[src/kmde_pkg.sv]
// ----------------------------------------------------------------------------
// kmde_pkg
// Shared field widths, operation codes and the key event type of the key
// matrix debounce block.
// ----------------------------------------------------------------------------
package kmde_pkg;

	localparam int OPC_W  = 2;
	localparam int ROW_W  = 3;
	localparam int COL_W  = 3;
	localparam int TIME_W = 32;

	localparam logic [OPC_W-1:0] OP_SAMPLE = 2'd0;
	localparam logic [OPC_W-1:0] OP_SCAN   = 2'd1;
	localparam logic [OPC_W-1:0] OP_TAKE   = 2'd2;

	localparam logic [TIME_W-1:0] TIMEOUT_RESET = 32'd1000;

	typedef struct packed {
		logic [ROW_W-1:0] row;
		logic [COL_W-1:0] col;
		logic             action;
	} key_event_t;

endpackage

[src/kmde_in_if.sv]
// ----------------------------------------------------------------------------
// kmde_in_if
// Request channel: key samples, end-of-scan service and take requests.
// ----------------------------------------------------------------------------
interface kmde_in_if import kmde_pkg::*; ();

	logic              valid;
	logic              ready;
	logic [OPC_W-1:0]  opcode;
	logic [ROW_W-1:0]  row_index;
	logic [COL_W-1:0]  col_index;
	logic              pressed;
	logic [TIME_W-1:0] now_us;

	modport source (
		output valid, opcode, row_index, col_index, pressed, now_us,
		input  ready
	);

	modport sink (
		input  valid, opcode, row_index, col_index, pressed, now_us,
		output ready
	);

endinterface

[src/kmde_out_if.sv]
// ----------------------------------------------------------------------------
// kmde_out_if
// Status channel: one status word for every request.
// ----------------------------------------------------------------------------
interface kmde_out_if import kmde_pkg::*; #(
	parameter int CNT_W = 6
) ();

	logic             valid;
	logic             ready;
	logic             event_present;
	logic [ROW_W-1:0] event_row;
	logic [COL_W-1:0] event_col;
	logic             event_action;
	logic             taken;
	logic             dropped;
	logic [CNT_W-1:0] pending_count;

	modport source (
		output valid, event_present, event_row, event_col, event_action,
		       taken, dropped, pending_count,
		input  ready
	);

	modport sink (
		input  valid, event_present, event_row, event_col, event_action,
		       taken, dropped, pending_count,
		output ready
	);

endinterface

[src/key_matrix_debounce_events.sv]
// ----------------------------------------------------------------------------
// key_matrix_debounce_events
// Debounces raw key matrix samples, turns accepted level changes into key
// events and hands them out through a holding slot and a pending queue.
// ----------------------------------------------------------------------------
//  Channel    Dir   Content
//  in_ch      in    opcode, row_index, col_index, pressed, now_us
//  out_ch     out   event_present, event_row, event_col, event_action,
//                   taken, dropped, pending_count
//  cfg        in    cfg_we, cfg_wdata (debounce timeout)
//
// One request is taken per cycle unless out_ch stalls or the key table is
// being cleared; its status word is registered behind the request register.
// The key table and the pending queue are memories with registered reads.
// After reset the key table is cleared entry by entry, during which
// in_ch.ready is low. A stalled out_ch holds the request register and then
// stops further transfers on in_ch.
// ----------------------------------------------------------------------------
module key_matrix_debounce_events import kmde_pkg::*; #(
	parameter int ROWS          = 5,
	parameter int COLS          = 8,
	parameter int PENDING_DEPTH = 32
) (
	input  logic              clk,
	input  logic              arst_n,
	input  logic              cfg_we,
	input  logic [TIME_W-1:0] cfg_wdata,
	kmde_in_if.sink           in_ch,
	kmde_out_if.source        out_ch
);

	localparam int KEYS   = ROWS * COLS;
	localparam int KEY_AW = (KEYS > 1) ? $clog2(KEYS) : 1;
	localparam int PTR_W  = $clog2(PENDING_DEPTH);
	localparam int CNT_W  = $clog2(PENDING_DEPTH + 1);

	typedef struct packed {
		logic              level;
		logic [TIME_W-1:0] stamp;
	} key_entry_t;

	// Configuration and clearing pass
	logic [TIME_W-1:0] timeout_q;
	logic              clearing_q;
	logic [KEY_AW-1:0] clr_cnt_q;

	// Request stage
	logic              valid_s1;
	logic [OPC_W-1:0]  opcode_s1;
	logic              in_range_s1;
	logic [KEY_AW-1:0] key_idx_s1;
	logic [ROW_W-1:0]  row_s1;
	logic [COL_W-1:0]  col_s1;
	logic              pressed_s1;
	logic [TIME_W-1:0] now_s1;
	key_entry_t        key_rd_s1;

	// Event state
	logic              held_valid_q;
	key_event_t        held_ev_q;
	logic [PTR_W-1:0]  head_q;
	logic [PTR_W-1:0]  tail_q;
	logic [CNT_W-1:0]  fill_q;
	key_event_t        head_rd_q;

	// Status register
	logic              out_valid_q;
	logic              present_q;
	key_event_t        shown_q;
	logic              taken_q;
	logic              dropped_q;
	logic [CNT_W-1:0]  count_q;

	key_entry_t        key_mem [KEYS];
	key_event_t        fifo_mem [PENDING_DEPTH];

	logic              in_acc;
	logic              s1_adv;
	logic              in_range;
	logic [KEY_AW-1:0] rd_addr;
	logic              change;
	logic              key_we;
	logic [KEY_AW-1:0] key_wa;
	key_entry_t        key_wd;
	key_event_t        new_ev;
	logic              push;
	logic              pop;
	logic              take;
	logic              drop;
	logic              held_valid_d;
	key_event_t        held_ev_d;
	logic [PTR_W-1:0]  head_d;
	logic [PTR_W-1:0]  tail_d;
	logic [CNT_W-1:0]  fill_d;
	key_event_t        shown_d;
	logic [TIME_W-1:0] elapsed;

	assign s1_adv       = valid_s1 && (!out_valid_q || out_ch.ready);
	assign in_ch.ready  = !clearing_q && (!valid_s1 || s1_adv);
	assign in_acc       = in_ch.valid && in_ch.ready;

	assign in_range = (32'(in_ch.row_index) < 32'(ROWS)) &&
		(32'(in_ch.col_index) < 32'(COLS));
	assign rd_addr  = in_range ?
		KEY_AW'(32'(in_ch.row_index) * COLS + 32'(in_ch.col_index)) : '0;

	assign elapsed = now_s1 - key_rd_s1.stamp;
	assign change  = (opcode_s1 == OP_SAMPLE) && in_range_s1 &&
		(pressed_s1 != key_rd_s1.level) && (elapsed > timeout_q);

	assign new_ev.row    = row_s1;
	assign new_ev.col    = col_s1;
	assign new_ev.action = pressed_s1;

	always_comb begin
		push         = 1'b0;
		pop          = 1'b0;
		take         = 1'b0;
		drop         = 1'b0;
		held_valid_d = held_valid_q;
		held_ev_d    = held_ev_q;
		head_d       = head_q;
		tail_d       = tail_q;
		fill_d       = fill_q;
		if (s1_adv) begin
			unique case (opcode_s1)
				OP_SAMPLE: begin
					if (change) begin
						if (!held_valid_q) begin
							held_valid_d = 1'b1;
							held_ev_d    = new_ev;
						end else if (fill_q == CNT_W'(PENDING_DEPTH)) begin
							drop = 1'b1;
						end else begin
							push = 1'b1;
						end
					end
				end
				OP_SCAN: begin
					if (!held_valid_q && fill_q != '0) begin
						pop          = 1'b1;
						held_valid_d = 1'b1;
						held_ev_d    = head_rd_q;
					end
				end
				OP_TAKE: begin
					if (held_valid_q) begin
						take         = 1'b1;
						held_valid_d = 1'b0;
					end
				end
				default: begin
				end
			endcase
		end
		if (push) begin
			tail_d = (tail_q == PTR_W'(PENDING_DEPTH - 1)) ? '0 : tail_q + 1'b1;
			fill_d = fill_q + 1'b1;
		end
		if (pop) begin
			head_d = (head_q == PTR_W'(PENDING_DEPTH - 1)) ? '0 : head_q + 1'b1;
			fill_d = fill_q - 1'b1;
		end
		if (take) begin
			shown_d = held_ev_q;
		end else if (held_valid_d) begin
			shown_d = held_ev_d;
		end else begin
			shown_d = '0;
		end
	end

	assign key_we       = clearing_q || (s1_adv && change);
	assign key_wa       = clearing_q ? clr_cnt_q : key_idx_s1;
	assign key_wd.level = clearing_q ? 1'b0 : pressed_s1;
	assign key_wd.stamp = clearing_q ? '0 : now_s1;

	always_ff @(posedge clk) begin
		if (key_we) begin
			key_mem[key_wa] <= key_wd;
		end
		if (in_acc) begin
			key_rd_s1 <= (key_we && key_wa == rd_addr) ? key_wd : key_mem[rd_addr];
		end
	end

	always_ff @(posedge clk) begin
		if (push) begin
			fifo_mem[tail_q] <= new_ev;
		end
		head_rd_q <= (push && tail_q == head_d) ? new_ev : fifo_mem[head_d];
	end

	always_ff @(posedge clk or negedge arst_n) begin
		if (!arst_n) begin
			timeout_q  <= TIMEOUT_RESET;
			clearing_q <= 1'b1;
			clr_cnt_q  <= '0;
		end else begin
			if (cfg_we) begin
				timeout_q <= cfg_wdata;
			end
			if (clearing_q) begin
				if (clr_cnt_q == KEY_AW'(KEYS - 1)) begin
					clearing_q <= 1'b0;
				end
				clr_cnt_q <= clr_cnt_q + 1'b1;
			end
		end
	end

	always_ff @(posedge clk or negedge arst_n) begin
		if (!arst_n) begin
			valid_s1     <= 1'b0;
			out_valid_q  <= 1'b0;
			held_valid_q <= 1'b0;
			head_q       <= '0;
			tail_q       <= '0;
			fill_q       <= '0;
		end else begin
			if (in_acc) begin
				valid_s1 <= 1'b1;
			end else if (s1_adv) begin
				valid_s1 <= 1'b0;
			end
			if (s1_adv) begin
				out_valid_q <= 1'b1;
			end else if (out_ch.ready) begin
				out_valid_q <= 1'b0;
			end
			held_valid_q <= held_valid_d;
			head_q       <= head_d;
			tail_q       <= tail_d;
			fill_q       <= fill_d;
		end
	end

	always_ff @(posedge clk) begin
		held_ev_q <= held_ev_d;
		if (in_acc) begin
			opcode_s1   <= in_ch.opcode;
			in_range_s1 <= in_range;
			key_idx_s1  <= rd_addr;
			row_s1      <= in_ch.row_index;
			col_s1      <= in_ch.col_index;
			pressed_s1  <= in_ch.pressed;
			now_s1      <= in_ch.now_us;
		end
		if (s1_adv) begin
			present_q <= held_valid_d;
			shown_q   <= shown_d;
			taken_q   <= take;
			dropped_q <= drop;
			count_q   <= fill_d;
		end
	end

	assign out_ch.valid         = out_valid_q;
	assign out_ch.event_present = present_q;
	assign out_ch.event_row     = shown_q.row;
	assign out_ch.event_col     = shown_q.col;
	assign out_ch.event_action  = shown_q.action;
	assign out_ch.taken         = taken_q;
	assign out_ch.dropped       = dropped_q;
	assign out_ch.pending_count = count_q;

`ifndef SYNTHESIS
	a_fill_bound: assert property (@(posedge clk) disable iff (!arst_n)
		fill_q <= CNT_W'(PENDING_DEPTH))
		else $error("pending queue fill exceeds its depth");

	a_drop_full: assert property (@(posedge clk) disable iff (!arst_n)
		(out_valid_q && dropped_q) |-> (count_q == CNT_W'(PENDING_DEPTH)))
		else $error("event dropped while the pending queue had room");

	a_take_empties: assert property (@(posedge clk) disable iff (!arst_n)
		(out_valid_q && taken_q) |-> !present_q)
		else $error("holding slot still full after a take");

	a_clear_blocks: assert property (@(posedge clk) disable iff (!arst_n)
		clearing_q |-> !in_ch.ready)
		else $error("request transfer offered during the key table clear");

	a_pop_count: assert property (@(posedge clk) disable iff (!arst_n)
		pop |=> (fill_q == $past(fill_q) - 1'b1))
		else $error("pending count did not fall after a pop");
`endif

endmodule
[src/flat_wrapper.sv]
// flat-port wrapper written by rule: the top's interface ports become plain ports
module key_matrix_debounce_events_flat import kmde_pkg::*;
#(
	parameter int ROWS          = 5,
	parameter int COLS          = 8,
	parameter int PENDING_DEPTH = 32
)
  (clk, arst_n, cfg_we, cfg_wdata, in_ch_valid, in_ch_opcode, in_ch_row_index, in_ch_col_index, in_ch_pressed, in_ch_now_us, in_ch_ready, out_ch_valid, out_ch_event_present, out_ch_event_row, out_ch_event_col, out_ch_event_action, out_ch_taken, out_ch_dropped, out_ch_pending_count, out_ch_ready);
  kmde_in_if in_ch_i ();
  kmde_out_if out_ch_i ();
  input  logic clk;
  input  logic arst_n;
  input  logic cfg_we;
  input  logic [TIME_W-1:0] cfg_wdata;
  input wire logic [$bits(in_ch_i.valid)-1:0] in_ch_valid;
  input wire logic [$bits(in_ch_i.opcode)-1:0] in_ch_opcode;
  input wire logic [$bits(in_ch_i.row_index)-1:0] in_ch_row_index;
  input wire logic [$bits(in_ch_i.col_index)-1:0] in_ch_col_index;
  input wire logic [$bits(in_ch_i.pressed)-1:0] in_ch_pressed;
  input wire logic [$bits(in_ch_i.now_us)-1:0] in_ch_now_us;
  output wire logic [$bits(in_ch_i.ready)-1:0] in_ch_ready;
  output wire logic [$bits(out_ch_i.valid)-1:0] out_ch_valid;
  output wire logic [$bits(out_ch_i.event_present)-1:0] out_ch_event_present;
  output wire logic [$bits(out_ch_i.event_row)-1:0] out_ch_event_row;
  output wire logic [$bits(out_ch_i.event_col)-1:0] out_ch_event_col;
  output wire logic [$bits(out_ch_i.event_action)-1:0] out_ch_event_action;
  output wire logic [$bits(out_ch_i.taken)-1:0] out_ch_taken;
  output wire logic [$bits(out_ch_i.dropped)-1:0] out_ch_dropped;
  output wire logic [$bits(out_ch_i.pending_count)-1:0] out_ch_pending_count;
  input wire logic [$bits(out_ch_i.ready)-1:0] out_ch_ready;
  assign in_ch_i.valid = in_ch_valid;
  assign in_ch_i.opcode = in_ch_opcode;
  assign in_ch_i.row_index = in_ch_row_index;
  assign in_ch_i.col_index = in_ch_col_index;
  assign in_ch_i.pressed = in_ch_pressed;
  assign in_ch_i.now_us = in_ch_now_us;
  assign in_ch_ready = in_ch_i.ready;
  assign out_ch_valid = out_ch_i.valid;
  assign out_ch_event_present = out_ch_i.event_present;
  assign out_ch_event_row = out_ch_i.event_row;
  assign out_ch_event_col = out_ch_i.event_col;
  assign out_ch_event_action = out_ch_i.event_action;
  assign out_ch_taken = out_ch_i.taken;
  assign out_ch_dropped = out_ch_i.dropped;
  assign out_ch_pending_count = out_ch_i.pending_count;
  assign out_ch_i.ready = out_ch_ready;
  key_matrix_debounce_events #(.ROWS(ROWS), .COLS(COLS), .PENDING_DEPTH(PENDING_DEPTH)) u_core (.clk(clk), .arst_n(arst_n), .cfg_we(cfg_we), .cfg_wdata(cfg_wdata), .in_ch(in_ch_i), .out_ch(out_ch_i));
endmodule
[config.mk]
export PLATFORM = sky130hd
export DESIGN_NAME = key_matrix_debounce_events_flat
export DESIGN_NICKNAME = d
export VERILOG_FILES = /design/src/kmde_pkg.sv /design/src/kmde_in_if.sv /design/src/kmde_out_if.sv /design/src/key_matrix_debounce_events.sv /design/src/flat_wrapper.sv
export SDC_FILE = /design/constraint.sdc
export NUM_CORES = 2
export LEC_CHECK = 0
export ABC_AREA = 1
export BUFFER_PORTS_ARGS = -buffer_cell sky130_fd_sc_hd__buf_2
export CAP_MARGIN = 20
export CORE_MARGIN = 2
export CORE_UTILIZATION = 60
export DETAILED_ROUTE_END_ITERATION = 10
export HOLD_SLACK_MARGIN = 0.05
export MAX_ROUTING_LAYER = met4
export PLACE_DENSITY_LB_ADDON = 0.12
export SLEW_MARGIN = 20
export SYNTH_ARGS = -nofsm -noshare
export SYNTH_HDL_FRONTEND = slang
export SYNTH_SLANG_ARGS = --single-unit
[constraint.sdc]
create_clock -name clk -period 6.4 [get_ports clk]
set_input_delay 0.32 -clock clk [delete_from_list [all_inputs] [get_ports clk]]
set_output_delay 0.32 -clock clk [all_outputs]
set_load 0.01 [all_outputs]
==> results.cfg, run 1 <==
[logic_synthesis]
synth_area_per_cell_sq_um = 11.9
synth_edf_count = 1641
ys_seq_area_frac = 0.701
synth_fa_ha_area_frac = 0.0130
async_flop_share = 0.0339
synth_flop_cell = edfxtp_1
ys.warnings.count = 0
synth_cell_types = 51
yosys.area.top_type = edfxtp_1
synth_area_sq_um = 72700
synth_area_leaders = edfxtp_1, o211ai_1, nand3_1
synth_compound_area_frac = 0.0992
ys_ff_latch = 1711
synth_xor_area_frac = 0.00518
synth_top_family_by_area = simple AND/OR/NAND/NOR gates
synthMuxAreaShare = 0.000155
synth_simple_gate_area_share = 0.119
synthCells = 6090
yosys.area.top_type_share = 0.678
synth_fp_nets = 6243

[global_route]
grt_pass1_vias = 45500
grt_max_degree = 191
grt_antenna_before_repair = 6
overflow = 0
grt_use_total = 0.310
grt_pass1_wl_mm = 281

[place]
placedInstanceArea_sq_um = 75600
gp_congestion = 0.892
dp_slack_ns = 0.398
io_buffers = 95
hpwl_mm = 112
dpl.cell_count = 7587

[run_status]
error = [ERROR DRT-0255] Maze Route cannot find path of net cfg_wdata[27] in worker of routeBox ( 338100 289800 ) ( 352075 338100 ).
lastStage = detailed routing
status = did not finish

[clock_tree]
clock_sinks = 1711
cts_setup_buffers = 0
numCtsBuffers = 172
ctsHtreeMaxLevel = 4
clk_path_buf_depth = 3
clock-root-buffer = clkbuf_16

[sta]
grt_worst_setup_endpoint = u_core.fifo_mem[15][5]$_DFFE_PP_/DE
endpoint_type = sequential cell input

[die]
ios = 96
num_rows = 127
chipHeight_microns = 352
initial_core_util = 0.605
die_w_microns = 352
routing by layer:
layer / track usage
met5: -
met2: 0.479
met4: 0.103
met3: 0.0547
met1: 0.422
cells in the mapped netlist, types with 7 or more instances:
| master | instances |
|---|---|
| nor2_1 | 318 |
| o21bai_1 | 10 |
| dfstp_2 | 7 |
| dfxtp_1 | 12 |
| o221ai_1 | 66 |
| dfrtp_1 | 51 |
| nor3_1 | 11 |
| o211ai_1 | 559 |
| a21boi_0 | 9 |
| xnor2_1 | 9 |
| inv_1 | 805 |
| buf_1 | 47 |
| nand3_1 | 705 |
| nand4_1 | 15 |
| xor2_1 | 34 |
| a21oi_1 | 100 |
| o21ai_0 | 313 |
| buf_2 | 95 |
| ha_1 | 74 |
| clkbuf_1 | 204 |
| edfxtp_1 | 1641 |
| nand2_1 | 934 |
what timing repair did:
item                                    CTS  global route
hold buffers                             76             0
endpoints found under the setup margin    0            64
resized for setup                         0             4
endpoints found under the hold margin   127             0
cell families after synthesis:
group,Yosys count
xor gates and xnor gates,43
adders and majority gates,75
and+or+nand+nor,2011
muxes,1
buffers and inverters,1165
DFF,1711
AOI/OAI and AO/OA,1084
through the flow:
step,util,hold WS [ns]
2_1_floorplan,-,0.0244
3_3_place_gp,0.629,0.475
3_5_place_dp,0.629,0.474
4_1_cts,0.680,0.120
5_1_grt,0.680,0.210
==> inputs of run 2 (changes only) <==
--- a/config.mk
+++ b/config.mk
@@ -9,11 +9,9 @@
 export BUFFER_PORTS_ARGS = -buffer_cell sky130_fd_sc_hd__buf_2
 export CAP_MARGIN = 20
 export CORE_MARGIN = 2
-export CORE_UTILIZATION = 60
+export CORE_UTILIZATION = 40
 export DETAILED_ROUTE_END_ITERATION = 10
-export HOLD_SLACK_MARGIN = 0.05
-export MAX_ROUTING_LAYER = met4
-export PLACE_DENSITY_LB_ADDON = 0.12
+export PLACE_DENSITY_LB_ADDON = 0.15
 export SLEW_MARGIN = 20
 export SYNTH_ARGS = -nofsm -noshare
 export SYNTH_HDL_FRONTEND = slang
==> results.cfg, run 2 <==
[run_status]
status = completed

[logic_synthesis]
synth_cell_types = 51
synth_flop_cell = edfxtp_1
synth_fa_ha_area_frac = 0.0130
synth_top_family_by_area = simple AND/OR/NAND/NOR gates
ys.warnings.count = 0
synth_simple_gate_area_share = 0.119
synth_compound_area_frac = 0.0992
async_flop_share = 0.0339
synthMuxAreaShare = 0.000155
synth_fp_nets = 6243
synth_edf_count = 1641
synth_area_per_cell_sq_um = 11.9
yosys.area.top_type_share = 0.678
ys_seq_area_frac = 0.701
synth_commonest_cells = edfxtp_1, nand2_1, inv_1
synth_area_sq_um = 72700
ys_ff_latch = 1711
synth_xor_area_frac = 0.00518
synth.most_common_cell = edfxtp_1
yosys.area.top_type = edfxtp_1
synthCells = 6090
synth_area_leaders = edfxtp_1, o211ai_1, nand3_1

[final_layout]
final_cell_mix = edfxtp_1, nand2_1, inv_1
finalNetCount = 6420
seqCellArea_sq_um = 51000
area.growth.synth_to_final_pct = 14.9
reg.largest.list = u_core.key_mem: 1320 flops, u_core.fifo_mem: 224 flops, u_core.key_rd_s1: 33 flops
final_common_cell = edfxtp_1
largest_reg_flops = 1320
drive_gt1_frac = 0.101
design_area_sq_um = 83500
layout.cells.non_filler = 8783
post-route-util = 0.462
nFillCells = 16500
top_register = u_core.key_mem
multi_input_area_sq_um = 17700

[global_route]
grt_pass1_vias = 45800
grt_max_degree = 149
grt_pass1_wl_mm = 315
grt_use_total = 0.233
overflow = 0
grt_antenna_before_repair = 18

[worst_hold_path]
hold_class = input port to flip-flop
hp-start = cfg_we

[place]
hpwl_mm = 132
io_buffers = 95
dpl.cell_count = 8376
gp_congestion = 0.892
placedInstanceArea_sq_um = 77100
dp_slack_ns = 0.464

[worst_setup_path]
cp_max_fo = 14
startpoint = u_core.now_s1[2]
crit_arrival_ns = 6.45
reg2reg_from = u_core.now_s1[2]
start_kind = flip-flop
required_ns = 6.83
crit_type = flip-flop to flip-flop
endpoint_kind = flip-flop

[routing]
drtIter0Drc = 5204
route.detailed.drc = 0
wire_per_inst_microns = 24.9
antenna_left = 0
dr.pass1.iters = 8
vias = 47500
wirelength_mm = 219
via_per_inst = 5.40

[clock_tree]
cts_tree = done
clk_path_buf_depth = 3
ctsHtreeMaxLevel = 4
clk_latency_ns = 0.83
clock-root-buffer = clkbuf_16
cts.clk_slew.worst_paths_ns = 0.06
cts_setup_buffers = 0
numCtsBuffers = 180
clock_sinks = 1711

[die]
chipHeight_microns = 430
num_rows = 156
core_sq_um = 181000
initial_core_util = 0.402
ios = 96
die_w_microns = 430
die-area_sq_um = 185000

[run]
max_cap_viol_count = 0

[sta]
skew_ns = 0.0470
setup_ws_ns = 0.379
fin_setup_tns_ns = 0
worst_pin_slew_ns = 1.08
grt_setup_unrepaired = true
slew_viol_final = 0
hold_viol = 0
fin_crit_sh = 0.941
fmax_mhz = 166
finalCriticalPeriod_ns = 6.02
max-slew-margin-rel = 0.277
setup_viol = 0

[power_and_ir_drop]
ir_worst_vdd_uv = 403
power_density_nw_per_um2 = 316
p_leak_nw = 30.8
==> run 2: cell counts after synthesis <==
No cell type changed its count.
==> run 2: metal layers <==
metal | share of wire | up-vias | global-route usage
met5 | 0 | - | 0
met4 | 0.029 | 0 | 0.0713
met3 | 0.075 | 285 | 0.0496
met2 | 0.47 | 1623 | 0.376
met1 | 0.42 | 23500 | 0.315
li1 | - | 22100 | -
==> run 2: through the flow <==
| stage | hold WS [ns] | total power, mW |
|---|---|---|
| after global placement | 0.483 | 16.4 |
| after detailed placement | 0.484 | 16.4 |
| after global routing | 0.196 | 27.4 |
| after CTS | 0.0994 | 26.6 |
| final | 0.171 | 26.4 |
| after floorplan | 0.0244 | 15.1 |
==> run 2: area by class of cell <==
| cell class | count | share of cell area |
|---|---|---|
| diodes | 7 | 0.000210 |
| clock buffers | 226 | 0.0567 |
| clock inverters | 95 | 0.0104 |
| inverters | 814 | 0.0368 |
| multi-input cells | 3214 | 0.212 |
| flip-flops and latches | 1711 | 0.610 |
| well taps | 2370 | 0.0355 |
| repair buffers | 346 | 0.0378 |
==> run 2: what timing repair did <==
item | in CTS | in global routing
resized for setup | 0 | 5
setup endpoints to repair | 0 | 119
endpoints found under the hold margin | 127 | 0
hold buffers | 77 | 0
==> run 2: power by group <==
part | switching, mW | leakage, nW | internal (mW)
clock network | 4.43 | 2.74 | 5.69
logic | 2.51 | 12.5 | 1.00
registers | 0.269 | 15.6 | 12.5
==> run 2: critical path, cell delays in order, from the launching register on <==
cell and delay (ns):
edfxtp_1 0.41, ha_1 0.36, nand3_1 0.09, nand2_1 0.12
a21oi_1 0.13, o21ai_0 0.35, a21boi_0 0.21, o21ai_0 0.52
nand3_1 0.20, nand3_1 0.12, nand2_1 0.08, ha_1 0.29
nand2_1 0.07, nor2_1 0.14, nand2_1 0.11, nor3b_2 0.27
nand2_1 0.11, nand2_2 0.15, nand2_2 0.20, nor2_2 0.27
nand2_2 0.20, inv_2 0.21, nand2_1 0.41, nor2_1 0.58
==> run 2: cells by family after synthesis <==
logic type,after synthesis
AND/OR/NAND/NOR,2011
flip-flops,1711
buffers and inverters,1165
AO/OA/AOI/OAI,1084
adder cells (fa/ha/maj),75
XOR/XNOR,43
multiplexers,1
==> run 2: final timing paths <==
kind / slack, ns / cells past startpoint / to
max reg2reg: 0.38 / 23 / u_core.fifo_mem[14][4]
max in group asynchronous: 5.59 / 3 / u_core.timeout_q[2]
max: 0.38 / 23 / u_core.fifo_mem[14][4]
min reg2reg: 0.50 / 2 / u_core.timeout_q[7]
min: 0.17 / 3 / u_core.timeout_q[6]
min in group asynchronous: 0.25 / 3 / u_core.clr_cnt_q[1]
(Power assumes the default switching activity.)
